===== config.mk =====
export PLATFORM = sky130hd
export DESIGN_NAME = date_offset_weekday
export DESIGN_NICKNAME = d
export VERILOG_FILES = /design/src/rtl/dow_pkg.sv /design/src/rtl/dow_alu.sv /design/src/rtl/dow_cal.sv /design/src/rtl/date_offset_weekday.sv
export SDC_FILE = /design/constraint.sdc
export NUM_CORES = 1
export LEC_CHECK = 0
export BUFFER_PORTS_ARGS = -buffer_cell sky130_fd_sc_hd__buf_2
export CAP_MARGIN = 40
export CORE_ASPECT_RATIO = 0.5
export CORE_MARGIN = 2
export CORE_UTILIZATION = 29
export CTS_CLUSTER_SIZE = 10
export DETAILED_ROUTE_END_ITERATION = 8
export GPL_TIMING_DRIVEN = 0
export PLACE_DENSITY = 0.43
export SLEW_MARGIN = 20
export SYNTH_ARGS = -nofsm -noshare
export SYNTH_HDL_FRONTEND = slang
export SYNTH_SLANG_ARGS = --single-unit
export TNS_END_PERCENT = 30

===== constraint.sdc =====
create_clock -name clk -period 9.65 [get_ports clk]
set_input_delay 0.4825 -clock clk [delete_from_list [all_inputs] [get_ports clk]]
set_output_delay 0.4825 -clock clk [all_outputs]
set_load 0.1 [all_outputs]

===== src/rtl/dow_pkg.sv =====
// Shared types, calendar constants and month tables for the date offset block.
// No dependencies; used by dow_alu, dow_cal and date_offset_weekday.
`default_nettype none

package dow_pkg;

    typedef struct packed {
        logic neg;
        logic zero;
    } alu_flags_t;

    localparam logic [3:0] MON_JAN = 4'd1;
    localparam logic [3:0] MON_FEB = 4'd2;
    localparam logic [3:0] MON_MAR = 4'd3;
    localparam logic [3:0] MON_APR = 4'd4;
    localparam logic [3:0] MON_MAY = 4'd5;
    localparam logic [3:0] MON_JUN = 4'd6;
    localparam logic [3:0] MON_JUL = 4'd7;
    localparam logic [3:0] MON_AUG = 4'd8;
    localparam logic [3:0] MON_SEP = 4'd9;
    localparam logic [3:0] MON_OCT = 4'd10;
    localparam logic [3:0] MON_NOV = 4'd11;
    localparam logic [3:0] MON_DEC = 4'd12;

    localparam logic [13:0] DEF_YEAR   = 14'd1900;
    localparam int          DAYS_400Y  = 146097;
    localparam int          YEARS_400  = 400;
    localparam int          CENTURY    = 100;
    localparam int          WEEK_DAYS  = 7;
    localparam int          YMOD_W     = 9;
    localparam logic [8:0]  YMOD_MAX   = 9'd399;
    localparam logic [4:0]  FEB_LIMIT  = 5'd29;
    localparam logic [4:0]  FEB_COMMON = 5'd28;
    localparam logic [4:0]  LEN_SHORT  = 5'd30;
    localparam logic [4:0]  LEN_LONG   = 5'd31;

    // Length of a month other than February; zero for codes outside 1..12.
    function automatic logic [4:0] base_len(input logic [3:0] m);
        logic [4:0] len;
        case (m)
            MON_APR, MON_JUN, MON_SEP, MON_NOV: len = LEN_SHORT;
            MON_JAN, MON_MAR, MON_MAY, MON_JUL,
            MON_AUG, MON_OCT, MON_DEC, MON_FEB: len = LEN_LONG;
            default:                            len = 5'd0;
        endcase
        return len;
    endfunction

    // Day limit used to check an incoming date; February always allows 29.
    function automatic logic [4:0] mon_limit(input logic [3:0] m);
        logic [4:0] len;
        if (m == MON_FEB)
            len = FEB_LIMIT;
        else
            len = base_len(m);
        return len;
    endfunction

    // 26*(m+1)/10 - 1, with January and February counted as months 13 and 14.
    function automatic logic [5:0] zeller_mterm(input logic [3:0] m);
        logic [5:0] t;
        case (m)
            MON_JAN: t = 6'd35;
            MON_FEB: t = 6'd38;
            MON_MAR: t = 6'd9;
            MON_APR: t = 6'd12;
            MON_MAY: t = 6'd14;
            MON_JUN: t = 6'd17;
            MON_JUL: t = 6'd19;
            MON_AUG: t = 6'd22;
            MON_SEP: t = 6'd25;
            MON_OCT: t = 6'd27;
            MON_NOV: t = 6'd30;
            MON_DEC: t = 6'd32;
            default: t = 6'd0;
        endcase
        return t;
    endfunction

endpackage

`default_nettype wire


===== src/rtl/dow_alu.sv =====
// Shared add/subtract unit with sign and zero flags.
// Depends on dow_pkg for the flag struct.
`default_nettype none

module dow_alu #(
    parameter int W = 20
) (
    input  logic [W-1:0]        a,
    input  logic [W-1:0]        b,
    input  logic                sub,
    output logic [W-1:0]        res,
    output dow_pkg::alu_flags_t flags
);

    logic [W-1:0] b_op;

    assign b_op       = sub ? ~b : b;
    assign res        = a + b_op + W'(sub);
    assign flags.neg  = res[W-1];
    assign flags.zero = (res == '0);

endmodule

`default_nettype wire


===== src/rtl/dow_cal.sv =====
// Month length and leap flag from the month and the year taken modulo 400.
// Depends on dow_pkg for month codes and lengths.
`default_nettype none

module dow_cal (
    input  logic [3:0] month,
    input  logic [8:0] ymod,
    output logic [4:0] mlen,
    output logic       leap
);

    assign leap = (ymod[1:0] == 2'b00)
               && (ymod != 9'(dow_pkg::CENTURY))
               && (ymod != 9'(2 * dow_pkg::CENTURY))
               && (ymod != 9'(3 * dow_pkg::CENTURY));

    always_comb
    begin
        if (month == dow_pkg::MON_FEB)
            mlen = leap ? dow_pkg::FEB_LIMIT : dow_pkg::FEB_COMMON;
        else
            mlen = dow_pkg::base_len(month);
    end

endmodule

`default_nettype wire


===== src/rtl/date_offset_weekday.sv =====
// Top level: date check, day offset, month walk and weekday sequencer.
// Depends on dow_pkg, dow_alu and dow_cal.
`default_nettype none

// Adds a signed day offset to a Gregorian date and reports the result date,
// its leap flag and its weekday (0 = Sunday). A date with year 0, a month
// outside 1..12, day 0 or a day past the month limit (February allows 29)
// is replaced by 1900-01-01 first. An item is taken when start is high and
// busy is low; busy then stays high until the result is out. The result
// appears for one cycle with done high and must be captured then. The day,
// year-modulo and weekday sums run through one shared adder, one step per
// cycle; the year, month and quotient counters step on their own. The year
// reduction modulo 400 and the divisions by 100 and by 7 in the weekday sum
// are done by repeated subtraction. The time an item takes grows with the
// start year, the 400-year cycles skipped, the months walked and the two
// quotients; the month walk dominates.
module date_offset_weekday #(
    parameter int OFFSET_BITS = 16
) (
    input  logic                          clk,
    input  logic                          rst_n,
    input  logic                          start,
    input  logic [13:0]                   year_in,
    input  logic [3:0]                    month_in,
    input  logic [4:0]                    day_in,
    input  logic signed [OFFSET_BITS-1:0] day_offset,
    output logic                          busy,
    output logic                          done,
    output logic signed [14:0]            year_out,
    output logic [3:0]                    month_out,
    output logic [4:0]                    day_out,
    output logic                          leap_flag,
    output logic [2:0]                    weekday
);

    localparam int W = ((OFFSET_BITS > 18) ? OFFSET_BITS : 18) + 2;

    typedef enum logic [16:0] {
        S_IDLE = 17'h00001,
        S_YMOD = 17'h00002,
        S_OFFS = 17'h00004,
        S_CYC  = 17'h00008,
        S_WALK = 17'h00010,
        S_ZADJ = 17'h00020,
        S_ZABS = 17'h00040,
        S_DIV  = 17'h00080,
        S_P1   = 17'h00100,
        S_P2   = 17'h00200,
        S_P3   = 17'h00400,
        S_PNEG = 17'h00800,
        S_PM   = 17'h01000,
        S_PD   = 17'h02000,
        S_WABS = 17'h04000,
        S_MOD  = 17'h08000,
        S_DONE = 17'h10000
    } state_t;

    state_t state_reg, state_next;
    logic   done_reg, done_next;

    logic [W-1:0]  y_reg, y_next;
    logic [3:0]    m_reg, m_next;
    logic [W-1:0]  d_reg, d_next;
    logic [8:0]    ymod_reg, ymod_next;
    logic [W-1:0]  acc_reg, acc_next;
    logic [W-1:0]  quo_reg, quo_next;
    logic [7:0]    rem_reg, rem_next;
    logic          sgn_reg, sgn_next;
    logic [W-1:0]  off_reg, off_next;

    logic [14:0]   yo_reg, yo_next;
    logic [3:0]    mo_reg, mo_next;
    logic [4:0]    do_reg, do_next;
    logic          leap_reg, leap_next;
    logic [2:0]    wd_reg, wd_next;

    logic [W-1:0]        alu_a, alu_b, alu_res;
    logic                alu_sub;
    dow_pkg::alu_flags_t alu_flags;

    logic [3:0] cal_m;
    logic [8:0] cal_ymod;
    logic [4:0] cal_len;
    logic       cal_leap;

    logic       d_pos;
    logic [3:0] m_prev;
    logic [8:0] ymod_prev, ymod_succ;
    logic       walk_back;
    logic [4:0] in_lim;
    logic       in_valid;
    logic [2:0] wd_fix;

    dow_alu #(
        .W (W)
    ) u_alu (
        .a     (alu_a),
        .b     (alu_b),
        .sub   (alu_sub),
        .res   (alu_res),
        .flags (alu_flags)
    );

    dow_cal u_cal (
        .month (cal_m),
        .ymod  (cal_ymod),
        .mlen  (cal_len),
        .leap  (cal_leap)
    );

    assign d_pos     = !d_reg[W-1] && (d_reg != '0);
    assign m_prev    = (m_reg == dow_pkg::MON_JAN) ? dow_pkg::MON_DEC : m_reg - 4'd1;
    assign ymod_prev = (ymod_reg == 9'd0) ? dow_pkg::YMOD_MAX : ymod_reg - 9'd1;
    assign ymod_succ = (ymod_reg == dow_pkg::YMOD_MAX) ? 9'd0 : ymod_reg + 9'd1;
    assign walk_back = (state_reg == S_WALK) && !d_pos;

    // The backward step borrows the length of the month before.
    assign cal_m    = walk_back ? m_prev : m_reg;
    assign cal_ymod = (walk_back && (m_reg == dow_pkg::MON_JAN)) ? ymod_prev : ymod_reg;

    assign in_lim   = dow_pkg::mon_limit(month_in);
    assign in_valid = (year_in != 14'd0) && (in_lim != 5'd0)
                   && (day_in != 5'd0) && (day_in <= in_lim);

    assign wd_fix = (sgn_reg && (rem_reg[2:0] != 3'd0))
                  ? 3'(dow_pkg::WEEK_DAYS) - rem_reg[2:0]
                  : rem_reg[2:0];

    always_comb
    begin
        state_next = state_reg;
        done_next  = 1'b0;
        y_next     = y_reg;
        m_next     = m_reg;
        d_next     = d_reg;
        ymod_next  = ymod_reg;
        acc_next   = acc_reg;
        quo_next   = quo_reg;
        rem_next   = rem_reg;
        sgn_next   = sgn_reg;
        off_next   = off_reg;
        yo_next    = yo_reg;
        mo_next    = mo_reg;
        do_next    = do_reg;
        leap_next  = leap_reg;
        wd_next    = wd_reg;
        alu_a      = acc_reg;
        alu_b      = '0;
        alu_sub    = 1'b0;

        case (state_reg)
            S_IDLE:
            begin
                if (start)
                begin
                    y_next   = in_valid ? W'(year_in) : W'(dow_pkg::DEF_YEAR);
                    acc_next = in_valid ? W'(year_in) : W'(dow_pkg::DEF_YEAR);
                    m_next   = in_valid ? month_in : dow_pkg::MON_JAN;
                    d_next   = in_valid ? W'(day_in) : W'(1);
                    off_next = {{(W - OFFSET_BITS){day_offset[OFFSET_BITS-1]}}, day_offset};
                    state_next = S_YMOD;
                end
            end
            S_YMOD:
            begin
                // Reduce the start year modulo 400 by repeated subtraction.
                alu_a   = acc_reg;
                alu_b   = W'(dow_pkg::YEARS_400);
                alu_sub = 1'b1;
                if (!alu_flags.neg)
                    acc_next = alu_res;
                else
                begin
                    ymod_next  = acc_reg[8:0];
                    state_next = S_OFFS;
                end
            end
            S_OFFS:
            begin
                alu_a      = d_reg;
                alu_b      = off_reg;
                d_next     = alu_res;
                state_next = S_CYC;
            end
            S_CYC:
            begin
                // Skip whole 400-year cycles; the year mod 400 holds.
                alu_a = d_reg;
                alu_b = W'(dow_pkg::DAYS_400Y);
                if (d_pos)
                begin
                    alu_sub = 1'b1;
                    if (!alu_flags.neg && !alu_flags.zero)
                    begin
                        d_next = alu_res;
                        y_next = y_reg + W'(dow_pkg::YEARS_400);
                    end
                    else
                        state_next = S_WALK;
                end
                else if (d_reg[W-1])
                begin
                    if (alu_flags.neg || alu_flags.zero)
                    begin
                        d_next = alu_res;
                        y_next = y_reg - W'(dow_pkg::YEARS_400);
                    end
                    else
                        state_next = S_WALK;
                end
                else
                    state_next = S_WALK;
            end
            S_WALK:
            begin
                alu_a = d_reg;
                alu_b = W'(cal_len);
                if (!d_pos)
                begin
                    d_next = alu_res;
                    m_next = m_prev;
                    if (m_reg == dow_pkg::MON_JAN)
                    begin
                        y_next    = y_reg - W'(1);
                        ymod_next = ymod_prev;
                    end
                end
                else
                begin
                    alu_sub = 1'b1;
                    if (!alu_flags.neg && !alu_flags.zero)
                    begin
                        d_next = alu_res;
                        if (m_reg == dow_pkg::MON_DEC)
                        begin
                            m_next    = dow_pkg::MON_JAN;
                            y_next    = y_reg + W'(1);
                            ymod_next = ymod_succ;
                        end
                        else
                            m_next = m_reg + 4'd1;
                    end
                    else
                        state_next = S_ZADJ;
                end
            end
            S_ZADJ:
            begin
                // January and February count in the previous year.
                alu_a      = y_reg;
                alu_b      = (m_reg <= dow_pkg::MON_FEB) ? W'(1) : '0;
                alu_sub    = 1'b1;
                acc_next   = alu_res;
                state_next = S_ZABS;
            end
            S_ZABS, S_WABS:
            begin
                alu_a      = '0;
                alu_b      = acc_reg;
                alu_sub    = 1'b1;
                sgn_next   = acc_reg[W-1];
                acc_next   = acc_reg[W-1] ? alu_res : acc_reg;
                quo_next   = '0;
                state_next = (state_reg == S_ZABS) ? S_DIV : S_MOD;
            end
            S_DIV, S_MOD:
            begin
                // Strip the divisor until the magnitude drops below it:
                // 100 for the century split, 7 for the weekday.
                alu_a   = acc_reg;
                alu_b   = (state_reg == S_DIV) ? W'(dow_pkg::CENTURY) : W'(dow_pkg::WEEK_DAYS);
                alu_sub = 1'b1;
                if (!alu_flags.neg)
                begin
                    acc_next = alu_res;
                    quo_next = quo_reg + W'(1);
                end
                else
                begin
                    rem_next   = acc_reg[7:0];
                    state_next = (state_reg == S_DIV) ? S_P1 : S_DONE;
                end
            end
            S_P1:
            begin
                // Magnitude part: k + k/4 + j/4 - 2j, sign applied afterwards.
                alu_a      = W'(rem_reg);
                alu_b      = W'(rem_reg[7:2]);
                acc_next   = alu_res;
                state_next = S_P2;
            end
            S_P2:
            begin
                alu_a      = acc_reg;
                alu_b      = {2'b00, quo_reg[W-1:2]};
                acc_next   = alu_res;
                state_next = S_P3;
            end
            S_P3:
            begin
                alu_a      = acc_reg;
                alu_b      = {quo_reg[W-2:0], 1'b0};
                alu_sub    = 1'b1;
                acc_next   = alu_res;
                state_next = S_PNEG;
            end
            S_PNEG:
            begin
                alu_a   = '0;
                alu_b   = acc_reg;
                alu_sub = 1'b1;
                if (sgn_reg)
                    acc_next = alu_res;
                state_next = S_PM;
            end
            S_PM:
            begin
                alu_a      = acc_reg;
                alu_b      = W'(dow_pkg::zeller_mterm(m_reg));
                acc_next   = alu_res;
                state_next = S_PD;
            end
            S_PD:
            begin
                alu_a      = acc_reg;
                alu_b      = d_reg;
                acc_next   = alu_res;
                state_next = S_WABS;
            end
            S_DONE:
            begin
                yo_next    = y_reg[14:0];
                mo_next    = m_reg;
                do_next    = d_reg[4:0];
                leap_next  = cal_leap;
                wd_next    = wd_fix;
                done_next  = 1'b1;
                state_next = S_IDLE;
            end
            default:
            begin
                state_next = S_IDLE;
            end
        endcase
    end

    always_ff @(posedge clk or negedge rst_n)
    begin
        if (!rst_n)
        begin
            state_reg <= S_IDLE;
            done_reg  <= 1'b0;
        end
        else
        begin
            state_reg <= state_next;
            done_reg  <= done_next;
        end
    end

    always_ff @(posedge clk)
    begin
        y_reg    <= y_next;
        m_reg    <= m_next;
        d_reg    <= d_next;
        ymod_reg <= ymod_next;
        acc_reg  <= acc_next;
        quo_reg  <= quo_next;
        rem_reg  <= rem_next;
        sgn_reg  <= sgn_next;
        off_reg  <= off_next;
        yo_reg   <= yo_next;
        mo_reg   <= mo_next;
        do_reg   <= do_next;
        leap_reg <= leap_next;
        wd_reg   <= wd_next;
    end

    assign busy      = (state_reg != S_IDLE);
    assign done      = done_reg;
    assign year_out  = yo_reg;
    assign month_out = mo_reg;
    assign day_out   = do_reg;
    assign leap_flag = leap_reg;
    assign weekday   = wd_reg;

endmodule

`default_nettype wire


==> flow_metrics.py <==
metrics = {
    "power_and_ir_drop": {
        "intPower_w": 0.002353,
        "p_comb_share_pct": 56.9,
        "power_frac_seq_pct": 27.6,
        "power_leakage_nw": 5.648,
        "ir_drop_uv": 159.6,
        "powerDensity_mw_per_mm2": 321.5,
        "p_sw_share_pct": 50.11,
        "p_switching_w": 0.002363,
        "pwr-share-clk_pct": 15.5,
    },
    "clock_tree": {
        "clk_latency_ps": 470,
        "cts-root-buf": "clkbuf_16",
        "clk_pin_slew_ps": 70,
        "htreeDepth": 4,
        "cts_made_buffers": 17,
        "cts_max_path_buffers": 2,
        "clock-sinks": 170,
        "tritoncts": "yes",
    },
    "logic_synthesis": {
        "syn_avg_cell_area_um2": 9.032,
        "synth_ff_type": "edfxtp_1",
        "synth_cells": 1381,
        "ys_types": 92,
        "synth_area_mm2": 0.01247,
        "ys_warn_count": 0,
        "synth-async-reset-ratio_pct": 10.59,
        "netlist.area_leader.share_pct": 35.15,
        "synth-seq-cells": 170,
        "syn_nets": 1482,
        "synth_area_leaders": "edfxtp_1, ha_1, o21ai_0",
        "yosysSeqAreaShare_pct": 39.73,
        "synth.largest_area_cell": "edfxtp_1",
        "synth_edf_count": 146,
    },
    "sta": {
        "finalHoldViolations": 0,
        "tightest_slew_ps": 894.6,
        "setup_viol_count_final": 0,
        "final.period_utilization_pct": 96.27,
        "drv_slew": 0,
        "relSlewSlack_pct": 40.36,
        "skew_ps": 14.18,
        "finalCriticalPeriod_ps": 9290,
        "fmax_mhz": 107.6,
        "timing.hold.ws_ps": 184.6,
    },
    "critical_path": {
        "crit_arrival_ps": 9640,
        "slowest_stage": "nor4_1",
        "crit_path_end_kind": "flip-flop",
        "worstSetupStartpointType": "flip-flop",
        "crit_top_cell": "nand4_1",
        "path_max_fanout": 10,
        "slowest_delay_ps": 640,
        "critical_path_class": "reg2reg",
        "cp.required_ps": 10000,
    },
    "detailed_routing": {
        "firstDrtPassIters": 5,
        "first_iter_violations": 1417,
        "wl_um": 51640,
        "via_count": 12050,
        "wl_per_cell_um": 24.57,
        "drt-vias-per-instance": 5.732,
        "drtAntennaViolNets": 0,
        "drcViolationCount": 0,
    },
    "worst_hold_path": {
        "hold_path.class": "in2reg",
    },
    "floorplan": {
        "start_util_pct": 29.57,
        "die_h_um": 150.7,
        "dieArea_mm2": 0.04479,
        "core-area_mm2": 0.04218,
        "die_w_um": 297.3,
        "pin_count": 72,
        "rows": 53,
    },
    "cells_and_area": {
        "fin_nets": 1612,
        "fillers": 4388,
        "regArea_mm2": 0.004956,
        "fin_cells": 2102,
        "final_common_cell": "edfxtp_1",
        "final_layout_size_suffix_gt1_share_pct": 13.12,
        "syn2layout_area_growth_pct": 17.58,
        "multi_input_area_mm2": 0.007219,
        "final_cell_mix": "edfxtp_1, nor2_1, nand2_1, o21ai_0, buf_2",
    },
    "global_route": {
        "overflow": 0,
        "grt_use_total_pct": 23.02,
        "grt_pass1_vias": 11390,
        "grt_first_pass_wirelength_um": 75710,
        "grt_max_degree": 26,
        "antenna_found_initial": 3,
    },
    "place": {
        "gp_congestion": 0.9678,
        "portBuffers": 71,
        "dp_hpwl_um": 40380,
        "place_inst": 2050,
    },
    "status": {
        "status": "finished, final reports clean",
    },
    "run": {
        "drv_cap": 0,
    },
}
-- path summary, 6_finish.rpt --
| path | start | endpoint | slack (ps) | cells past startpoint |
|---|---|---|---|---|
| max | state_reg[7]$_DFFE_PN0P_ | flip-flop | 360 | 28 |
| min | day_offset[13] | off_reg[13]$_DFFE_PP_ | 180 | 1 |
| max reg2reg | state_reg[7]$_DFFE_PN0P_ | flip-flop | 360 | 28 |
| min reg2reg | m_reg[3]$_DFFE_PN_ | month_out[3]$_DFFE_PP_ | 470 | 0 |
| max in group asynchronous | rst_n | state_reg[0]$_DFFE_PN1P_ | 8830 | 2 |
| min in group asynchronous | rst_n | done$_DFF_PN0_ | 480 | 2 |
-- final cells by class --
class / count / area share [%]
tap: 577 / 4.922
buffer: 72 / 1.954
clock buffer: 17 / 2.901
clock inverter: 15 / 1.109
timing repair buffer: 113 / 4.829
antenna: 1 / 0.01706
multi-input combinational: 1088 / 49.22
inverter: 49 / 1.254
sequential: 170 / 33.79
-- Yosys cell counts, types with 7 or more instances --
library cell,number
and3_1,13
nor3b_1,8
a31oi_1,8
and2_1,13
nor3_1,36
clkbuf_1,64
edfxtp_1,146
nor2b_1,15
nor2_1,125
o21ai_1,10
o211ai_1,12
a221oi_1,16
mux2i_1,12
dfrtp_1,17
a22o_1,17
nand2_1,125
nand4_1,25
a21oi_1,81
nand3_1,59
a221o_1,9
nor4_1,24
nand2b_1,20
o21bai_1,14
o31ai_1,7
xnor2_1,42
inv_1,48
ha_1,56
or3_1,14
xor2_1,16
a222oi_1,12
a21o_1,29
o21a_1,7
o21ai_0,112
o22ai_1,15
a22oi_1,36
-- metrics by stage --
step	setup TNS, ps	worst slack [ps]	utilization (%)	power [W]	area (µm²)
floorplan	0	1170	-	0.002896	12470
global placement	-212050	-3733	32.13	0.003739	13550
detailed placement	-69690	-1252	32.75	0.003815	13810
CTS	0	141.4	34.38	0.004632	14500
global route	-104.2	-60.69	34.77	0.005004	14660
finish	0	359.9	34.78	0.004716	14670
-- power by group through the flow --
stage / clock [W] / combinational (W) / sequential (W)
floorplan: 0 / 0.00173 / 0.00117
global placement: 0 / 0.00242 / 0.00132
detailed placement: 0 / 0.00251 / 0.00131
CTS: 0.000744 / 0.00260 / 0.00129
global route: 0.000771 / 0.00292 / 0.00132
finish: 0.000731 / 0.00268 / 0.00130
-- per-layer routing --
layer | track usage, % | wire, µm
met2 | 33.81 | 21450
met3 | 5.671 | 4410
met1 | 33.68 | 25040
met4 | 5.354 | 727
met5 | 0 | 13
-- cell families after synthesis --
family	share of synthesized area, %
DFF	39.73
adders and majority gates	6.099
AOI/OAI and AO/OA	24.03
xor gates and xnor gates	4.073
and+or+nand+nor	20.68
muxes	1.585
buffers and inverters	3.792
-- what timing repair did --
item,4_1_cts,5_1_grt
pin swaps,3,2
hold buffers,1,0
setup buffers,8,6
gates cloned,0,0
endpoints found under the hold margin,17,0
gates resized for setup,7,16
setup endpoints to repair,85,63
-- critical path: cells and delay by family, from the launching register on --
| kind | cells | cell delay [ps] |
|---|---|---|
| AO/OA/AOI/OAI | 10 | 2180 |
| XOR/XNOR | 1 | 570 |
| adder cells (fa/ha/maj) | 2 | 560 |
| buffers and inverters | 5 | 1830 |
| flip-flops | 1 | 430 |
| multiplexers | 1 | 170 |
| AND/OR/NAND/NOR | 9 | 3420 |
No activity file was read; power rests on OpenSTA's default activity.
